$ cat src/design/pmb_pkg.sv
// ----------------------------------------------------------------------------
// pmb_pkg
// Shared types and constants for the peak meter ballistics block.
// ----------------------------------------------------------------------------
`default_nettype none

package pmb_pkg;

	// field widths
	localparam int unsigned PeakInW   = 22;
	localparam int unsigned ClipCntW  = 32;
	localparam int unsigned LevelW    = 19;
	localparam int unsigned FactorW   = 16;
	localparam int unsigned TicksW    = 8;
	localparam int unsigned ThreshW   = 16;
	localparam int unsigned CfgIndexW = 2;
	localparam int unsigned CfgDataW  = 16;
	localparam int unsigned InDataW   = 56;
	localparam int unsigned OutDataW  = 40;

	// full scale 4.0 in Q3.16
	localparam logic [LevelW-1:0] PeakMax = 19'd262144;

	// register reset values
	localparam logic [FactorW-1:0] ReleaseFactorRst   = 16'd60694;
	localparam logic [TicksW-1:0]  HoldTicksRst       = 8'd45;
	localparam logic [TicksW-1:0]  ClipHoldTicksRst   = 8'd60;
	localparam logic [ThreshW-1:0] ChangeThresholdRst = 16'd33;

	// register indexes
	typedef enum logic [CfgIndexW-1:0] {
		REG_RELEASE_FACTOR   = 2'd0,
		REG_HOLD_TICKS       = 2'd1,
		REG_CLIP_HOLD_TICKS  = 2'd2,
		REG_CHANGE_THRESHOLD = 2'd3
	} pmb_reg_t;

	typedef struct packed {
		logic [FactorW-1:0] release_factor;
		logic [TicksW-1:0]  hold_ticks;
		logic [TicksW-1:0]  clip_hold_ticks;
		logic [ThreshW-1:0] change_threshold;
	} pmb_cfg_t;

	// result item, level in the lowest bits
	typedef struct packed {
		logic              redraw;
		logic              clip_recent;
		logic [LevelW-1:0] hold_level;
		logic [LevelW-1:0] level;
	} pmb_result_t;

endpackage

`default_nettype wire

$ cat src/design/peak_meter_ballistics.sv
// ----------------------------------------------------------------------------
// peak_meter_ballistics
// Peak level meter with peak hold and clip indicator, one item per meter tick.
// ----------------------------------------------------------------------------
// Each accepted tick gives exactly one result item. The block takes one item
// per clock cycle while the output is not stalled; an item passes through the
// input register, then the state update into the output register. The rate
// is set by the meter state loop, whose release multiply, attack/hold
// compares and redraw compares all lie in one combinational path. While the
// output is stalled, one further item is still taken into the input register.
// Configuration registers are written through cfg_we/cfg_index/cfg_wdata and
// should change only while no item is in flight.
`default_nettype none

module peak_meter_ballistics (
	input  wire logic                         clk,
	input  wire logic                         arst_n,
	// configuration write port
	input  wire logic                         cfg_we,
	input  wire logic [pmb_pkg::CfgIndexW-1:0] cfg_index,
	input  wire logic [pmb_pkg::CfgDataW-1:0]  cfg_wdata,
	// input stream
	input  wire logic                         s_tvalid,
	output logic                              s_tready,
	input  wire logic [pmb_pkg::InDataW-1:0]  s_tdata,  // instant_peak[21:0], clip_count[53:22], zero pad
	// result stream
	output logic                              m_tvalid,
	input  wire logic                         m_tready,
	output logic [pmb_pkg::OutDataW-1:0]      m_tdata   // level[18:0], hold_level[37:19], clip_recent[38], redraw[39]
);
	import pmb_pkg::*;

	pmb_cfg_t    cfg;
	pmb_result_t result;
	pmb_result_t out_q;

	logic                s1_valid_q;
	logic [PeakInW-1:0]  peak_s1;
	logic [ClipCntW-1:0] clips_s1;
	logic                out_valid_q;
	logic                advance;

	pmb_cfg u_cfg (
		.clk       (clk),
		.arst_n    (arst_n),
		.cfg_we    (cfg_we),
		.cfg_index (cfg_index),
		.cfg_wdata (cfg_wdata),
		.cfg       (cfg)
	);

	// pipeline control
	assign advance  = s1_valid_q && (!out_valid_q || m_tready);
	assign s_tready = !s1_valid_q || advance;

	always_ff @(posedge clk or negedge arst_n) begin
		if (!arst_n) begin
			s1_valid_q  <= 1'b0;
			out_valid_q <= 1'b0;
		end else begin
			if (s_tready) begin
				s1_valid_q <= s_tvalid;
			end
			if (advance) begin
				out_valid_q <= 1'b1;
			end else if (m_tready) begin
				out_valid_q <= 1'b0;
			end
		end
	end

	// input register
	always_ff @(posedge clk) begin
		if (s_tvalid && s_tready) begin
			peak_s1  <= s_tdata[PeakInW-1:0];
			clips_s1 <= s_tdata[PeakInW+ClipCntW-1:PeakInW];
		end
	end

	pmb_ballistics u_ballistics (
		.clk          (clk),
		.arst_n       (arst_n),
		.cfg          (cfg),
		.step         (advance),
		.instant_peak (peak_s1),
		.clip_count   (clips_s1),
		.result       (result)
	);

	// result register
	always_ff @(posedge clk) begin
		if (advance) begin
			out_q <= result;
		end
	end

	assign m_tvalid = out_valid_q;
	assign m_tdata  = out_q;

	// the level never exceeds full scale
	a_level_range: assert property (@(posedge clk) disable iff (!arst_n)
		m_tvalid |-> (out_q.level <= PeakMax))
		else $error("level above full scale");

	// the hold never sits below the level
	a_hold_above_level: assert property (@(posedge clk) disable iff (!arst_n)
		m_tvalid |-> (out_q.hold_level >= out_q.level))
		else $error("hold below level");

	// input stalls only when both registers are full and the output is blocked
	a_stall_cause: assert property (@(posedge clk) disable iff (!arst_n)
		!s_tready |-> (s1_valid_q && out_valid_q && !m_tready))
		else $error("input stalled without cause");

	// a result is valid in the cycle after the state steps
	a_step_gives_result: assert property (@(posedge clk) disable iff (!arst_n)
		advance |=> m_tvalid)
		else $error("state stepped without a result");

endmodule

`default_nettype wire

$ cat src/design/pmb_cfg.sv
// ----------------------------------------------------------------------------
// pmb_cfg
// Configuration register file, written one register per enabled cycle.
// ----------------------------------------------------------------------------
`default_nettype none

module pmb_cfg (
	input  wire logic                         clk,
	input  wire logic                         arst_n,
	input  wire logic                         cfg_we,
	input  wire logic [pmb_pkg::CfgIndexW-1:0] cfg_index,
	input  wire logic [pmb_pkg::CfgDataW-1:0]  cfg_wdata,
	output pmb_pkg::pmb_cfg_t                  cfg
);
	import pmb_pkg::*;

	pmb_cfg_t cfg_q;

	// register writes
	always_ff @(posedge clk or negedge arst_n) begin
		if (!arst_n) begin
			cfg_q.release_factor   <= ReleaseFactorRst;
			cfg_q.hold_ticks       <= HoldTicksRst;
			cfg_q.clip_hold_ticks  <= ClipHoldTicksRst;
			cfg_q.change_threshold <= ChangeThresholdRst;
		end else if (cfg_we) begin
			unique case (pmb_reg_t'(cfg_index))
				REG_RELEASE_FACTOR:   cfg_q.release_factor   <= cfg_wdata[FactorW-1:0];
				REG_HOLD_TICKS:       cfg_q.hold_ticks       <= cfg_wdata[TicksW-1:0];
				REG_CLIP_HOLD_TICKS:  cfg_q.clip_hold_ticks  <= cfg_wdata[TicksW-1:0];
				REG_CHANGE_THRESHOLD: cfg_q.change_threshold <= cfg_wdata[ThreshW-1:0];
				default: ;
			endcase
		end
	end

	assign cfg = cfg_q;

endmodule

`default_nettype wire

$ cat src/design/pmb_ballistics.sv
// ----------------------------------------------------------------------------
// pmb_ballistics
// Meter state and the per-tick update: attack, release, peak hold, clip timer.
// ----------------------------------------------------------------------------
`default_nettype none

module pmb_ballistics (
	input  wire logic                         clk,
	input  wire logic                         arst_n,
	input  pmb_pkg::pmb_cfg_t                 cfg,
	input  wire logic                         step,
	input  wire logic [pmb_pkg::PeakInW-1:0]  instant_peak,
	input  wire logic [pmb_pkg::ClipCntW-1:0] clip_count,
	output pmb_pkg::pmb_result_t              result
);
	import pmb_pkg::*;

	logic [LevelW-1:0]   level_q;
	logic [LevelW-1:0]   hold_q;
	logic [TicksW-1:0]   hold_cnt_q;
	logic [ClipCntW-1:0] last_clips_q;
	logic [TicksW-1:0]   clip_cnt_q;
	logic                clip_flag_q;

	logic [LevelW-1:0]   peak_sat;
	logic [LevelW+FactorW-1:0] level_prod;
	logic [LevelW+FactorW-1:0] hold_prod;
	logic [LevelW-1:0]   level_rel;
	logic [LevelW-1:0]   hold_rel;
	logic [LevelW-1:0]   level_nx;
	logic [LevelW-1:0]   hold_nx;
	logic [TicksW-1:0]   hold_cnt_nx;
	logic [TicksW-1:0]   clip_cnt_nx;
	logic                clip_change;
	logic                clip_flag_nx;
	logic [LevelW-1:0]   level_diff;
	logic [LevelW-1:0]   hold_diff;

	// clamp to full scale
	assign peak_sat = (instant_peak > {{(PeakInW-LevelW){1'b0}}, PeakMax}) ?
		PeakMax : instant_peak[LevelW-1:0];

	// release multiplies, truncated toward zero
	assign level_prod = {{FactorW{1'b0}}, level_q} * {{LevelW{1'b0}}, cfg.release_factor};
	assign hold_prod  = {{FactorW{1'b0}}, hold_q} * {{LevelW{1'b0}}, cfg.release_factor};
	assign level_rel  = level_prod[LevelW+FactorW-1:FactorW];
	assign hold_rel   = hold_prod[LevelW+FactorW-1:FactorW];

	// instant attack, multiplicative release
	assign level_nx = (peak_sat > level_rel) ? peak_sat : level_rel;

	// peak hold: refresh, count down, then decay no lower than the level
	always_comb begin
		priority if (level_nx >= hold_q) begin
			hold_nx     = level_nx;
			hold_cnt_nx = cfg.hold_ticks;
		end else if (hold_cnt_q <= 8'd1) begin
			hold_cnt_nx = '0;
			hold_nx     = (level_nx > hold_rel) ? level_nx : hold_rel;
		end else begin
			hold_cnt_nx = hold_cnt_q - 8'd1;
			hold_nx     = hold_q;
		end
	end

	// clip indicator countdown
	assign clip_change = (clip_count != last_clips_q);
	always_comb begin
		priority if (clip_change) begin
			clip_cnt_nx = cfg.clip_hold_ticks;
		end else if (clip_cnt_q != '0) begin
			clip_cnt_nx = clip_cnt_q - 8'd1;
		end else begin
			clip_cnt_nx = clip_cnt_q;
		end
	end
	assign clip_flag_nx = (clip_cnt_nx != '0);

	// redraw on notable movement
	assign level_diff = (level_nx > level_q) ? level_nx - level_q : level_q - level_nx;
	assign hold_diff  = (hold_nx > hold_q) ? hold_nx - hold_q : hold_q - hold_nx;

	always_comb begin
		result.level       = level_nx;
		result.hold_level  = hold_nx;
		result.clip_recent = clip_flag_nx;
		result.redraw      = (level_diff > {{(LevelW-ThreshW){1'b0}}, cfg.change_threshold})
			|| (hold_diff > {{(LevelW-ThreshW){1'b0}}, cfg.change_threshold})
			|| (clip_flag_nx != clip_flag_q);
	end

	// state update
	always_ff @(posedge clk or negedge arst_n) begin
		if (!arst_n) begin
			level_q      <= '0;
			hold_q       <= '0;
			hold_cnt_q   <= '0;
			last_clips_q <= '0;
			clip_cnt_q   <= '0;
			clip_flag_q  <= 1'b0;
		end else if (step) begin
			level_q      <= level_nx;
			hold_q       <= hold_nx;
			hold_cnt_q   <= hold_cnt_nx;
			last_clips_q <= clip_count;
			clip_cnt_q   <= clip_cnt_nx;
			clip_flag_q  <= clip_flag_nx;
		end
	end

endmodule

`default_nettype wire
$ cat config.mk
export PLATFORM = sky130hd
export DESIGN_NAME = peak_meter_ballistics
export DESIGN_NICKNAME = d
export VERILOG_FILES = /design/src/design/pmb_pkg.sv /design/src/design/peak_meter_ballistics.sv /design/src/design/pmb_cfg.sv /design/src/design/pmb_ballistics.sv
export SDC_FILE = /design/constraint.sdc
export NUM_CORES = 2
export LEC_CHECK = 0
export BUFFER_PORTS_ARGS = -buffer_cell sky130_fd_sc_hd__buf_2
export CORE_UTILIZATION = 45
export CTS_CLUSTER_SIZE = 12
export DETAILED_ROUTE_END_ITERATION = 8
export PLACE_DENSITY = 0.72
export SETUP_SLACK_MARGIN = 0.2
export SKIP_CTS_REPAIR_TIMING = 1
export SLEW_MARGIN = 20
export SYNTH_ARGS = -nofsm -noshare
export SYNTH_HDL_FRONTEND = slang
export SYNTH_SLANG_ARGS = --single-unit
$ cat constraint.sdc
create_clock -name clk -period 18.7 [get_ports clk]
set_input_delay 1.87 -clock clk [delete_from_list [all_inputs] [get_ports clk]]
set_output_delay 1.87 -clock clk [all_outputs]
set_load 0.05 [all_outputs]
==> results.yml <==
sta:
  fmax_ghz: 0.0576
  rsz0062_at_grt: "false"
  finalCriticalPeriod_ns: 17.35
  clock_skew_ns: 0.0334
  relSlewSlack_pct: 32.9
  fin_crit_sh_pct: 92.8
  tns_ns: 0
  finalSetupViolCount: 0
  finalHoldViolCount: 0
  tightest_slew_ns: 1.00
  slew_viol_final: 0
synth:
  synth_area_leaders: "fa_1, ha_1, dfrtp_1, edfxtp_1, inv_1"
  yosys_warnings: 0
  synth_top_cell_by_area: "fa_1"
  synth_nets: 4637
  syn_avg_cell_area_um2: 9.14
  synth_top_area_share_pct: 28.0
  synth.distinct_cells: 87
  async_flop_share_pct: 59.3
  synth-seq-area-share_pct: 18.5
  syn-cell-area_um2: 33900
  synth_edf_count: 94
  ys_ff_latch: 231
  synth-main-ff-cell: "dfrtp_1"
  synthCells: 3711
die:
  io_pins: 121
  dieHeight_um: 276
  start_util_pct: 45.5
  rows: 100
  die-area_um2: 76400
  die_w_um: 276
  coreArea_um2: 74400
min_path:
  holdPathStages: 2
  hp-class: "register to register"
layout:
  multi_input_area_um2: 24500
  seq_area_um2: 6290
  num_antenna_cells: 0
  drive_gt1_share_pct: 8.74
  areaGrowthSynthToFinish_pct: 7.28
  nFillCells: 6915
  fin_nets: 4655
worst_setup_path:
  crit_type: "register to register"
  rr_startpoint: "u_cfg.cfg[36]"
  cpPeakStageDelay_ns: 0.96
  critPathMaxFanout: 30
  rr_endpoint: "m_tdata[39]"
  r2r_slack_ns: 1.35
  cp.arrival_ns: 17.66
  crit_path_frequent_cell: "o21a_1"
  crit_path_start_kind: "register"
  required_ns: 19.01
  reg2reg_depth: 70
  crit_path_end: "m_tdata[39]"
  end_kind: "register"
  cp-startpoint: "u_cfg.cfg[36]"
  slowest_stage: "dfstp_2"
drt:
  firstDrtPassIters: 5
  wire_per_inst_um: 18.5
  vias: 25900
  drt_iter0_drc: 1771
  ant_nets: 0
  routed_wl_um: 87100
  remaining_drc_errors: 0
  vias_per_cell: 5.49
cts:
  numCtsBuffers: 28
  clk_path_buf_depth: 3
  worstSkewPairLatency_ns: 0.59
  tritoncts: "done"
  clk_pin_slew_worst_paths_ns: 0.06
  cts.sinks: 231
  cts_root_buf: "clkbuf_16"
  cts.htree.levels: 1
run:
  drv_cap: 0
place:
  dpl.hpwl_um: 68000
  place.port_buffers: 118
  place_congestion: 0.959
global_routing:
  grt_overflow: 0
  antenna_found_initial: 1
  grt_max_degree: 86
  grt_pass1_wl_um: 142000
  grt_pass1_vias: 26800
  grtUsageTotal_pct: 23.3
run_status:
  status: "completed"
final cells by class:
| class | count | share of cell area, % |
|---|---|---|
| flip-flops and latches | 231 | 17.3 |
| well taps | 969 | 3.33 |
| repair buffers | 181 | 2.94 |
| clock inverters | 13 | 0.272 |
| clock buffers | 39 | 2.15 |
| inverters | 636 | 6.57 |
| multi-input cells | 2651 | 67.4 |
worst min path at each step:
| stage | start | to |
|---|---|---|
| global placement | u_ballistics.hold_cnt_q[6] | u_ballistics.hold_cnt_q[6] |
| finish | clips_s1[7] | u_ballistics.last_clips_q[7] |
| CTS | clips_s1[7] | u_ballistics.last_clips_q[7] |
| floorplan | u_ballistics.hold_cnt_q[6] | u_ballistics.hold_cnt_q[6] |
| detailed placement | clips_s1[31] | u_ballistics.last_clips_q[31] |
| global route | u_ballistics.last_clips_q[23] | u_ballistics.last_clips_q[23] |
metal layers:
layer  global-route usage [%]  vias to the layer above  share of wire, %
met5                        0                        -                 0
met4                     8.51                        0               3.8
met3                     3.64                      169               7.8
met2                     37.9                      982                46
met1                     31.5                    12900                43
li1                         -                    11900                 -
synthesized netlist by cell type (all sizes together) (25+ instances only):
library cell,instances
o21ai,134
xor2,27
dfrtp,118
edfxtp,94
a21oi,125
fa,474
a31oi,27
nand2,589
nand3,33
inv,636
mux2,53
ha,373
nand2b,25
nor2,71
and2,229
and3,30
xnor2,82
nand4,35
clkbuf,174
a21o,68
logic make-up after synthesis:
family,after synthesis,share of synthesized area [%]
AOI/OAI and AO/OA,503,9.47
xor gates and xnor gates,109,2.82
adders and majority gates,854,42.0
buffers and inverters,829,9.26
DFF,231,18.5
muxes,76,2.45
and+or+nand+nor,1109,15.5
cell usage in the layout (no fill, tap or decap), types with 25 or more instances in the layout:
cell type  Yosys  routed
inv_1        635     634
nand2_1      589     588
fa_1         474     474
ha_1         373     373
and2_1       228     227
o21ai_0      125     124
a21oi_1      122     122
dfrtp_1      118     118
buf_2          6     117
edfxtp_1      94      94
xnor2_1       82      82
a21o_1        68      68
nor2_1        70      68
buf_4          1      63
mux2_2        52      52
nand4_1       35      35
nand3_1       33      33
and3_1        30      30
clkbuf_16      0      29
xor2_1        27      27
nand2b_1      25      25
a31oi_1       26      25
worst max-delay path, delay by kind of cell (launching register included):
kind | cells | cell delay [ns]
muxes | 2 | 0.44
DFF | 1 | 0.96
xor gates and xnor gates | 2 | 0.44
AOI/OAI and AO/OA | 32 | 7.23
adders and majority gates | 11 | 4.49
and+or+nand+nor | 13 | 2.10
buffers and inverters | 10 | 1.39
state kept, by name, indices dropped and copies added, names as in the netlist, 8 cells and up:
signal,count
clips_s1,32
u_ballistics.clip_cnt_q,8
u_ballistics.hold_cnt_q,8
u_ballistics.level_q,19
peak_s1,22
u_cfg.cfg,48
u_ballistics.last_clips_q,32
u_ballistics.hold_q,19
m_tdata,40
stage by stage:
stage	hold slack (ns)	instance area [um^2]	util, %	worst slack [ns]	cells
global route	0.511	36400	48.9	0.250	4720
detailed placement	0.481	35500	47.7	1.36	4668
global placement	0.470	35500	47.7	1.46	4668
finish	0.485	36400	48.9	1.35	4720
CTS	0.487	36400	48.8	1.26	4720
floorplan	0.450	33900	-	3.10	3711
Power is left out: the tool's default activity adds up to more than one toggle a clock period on the data nets, which glitch-free logic cannot reach.
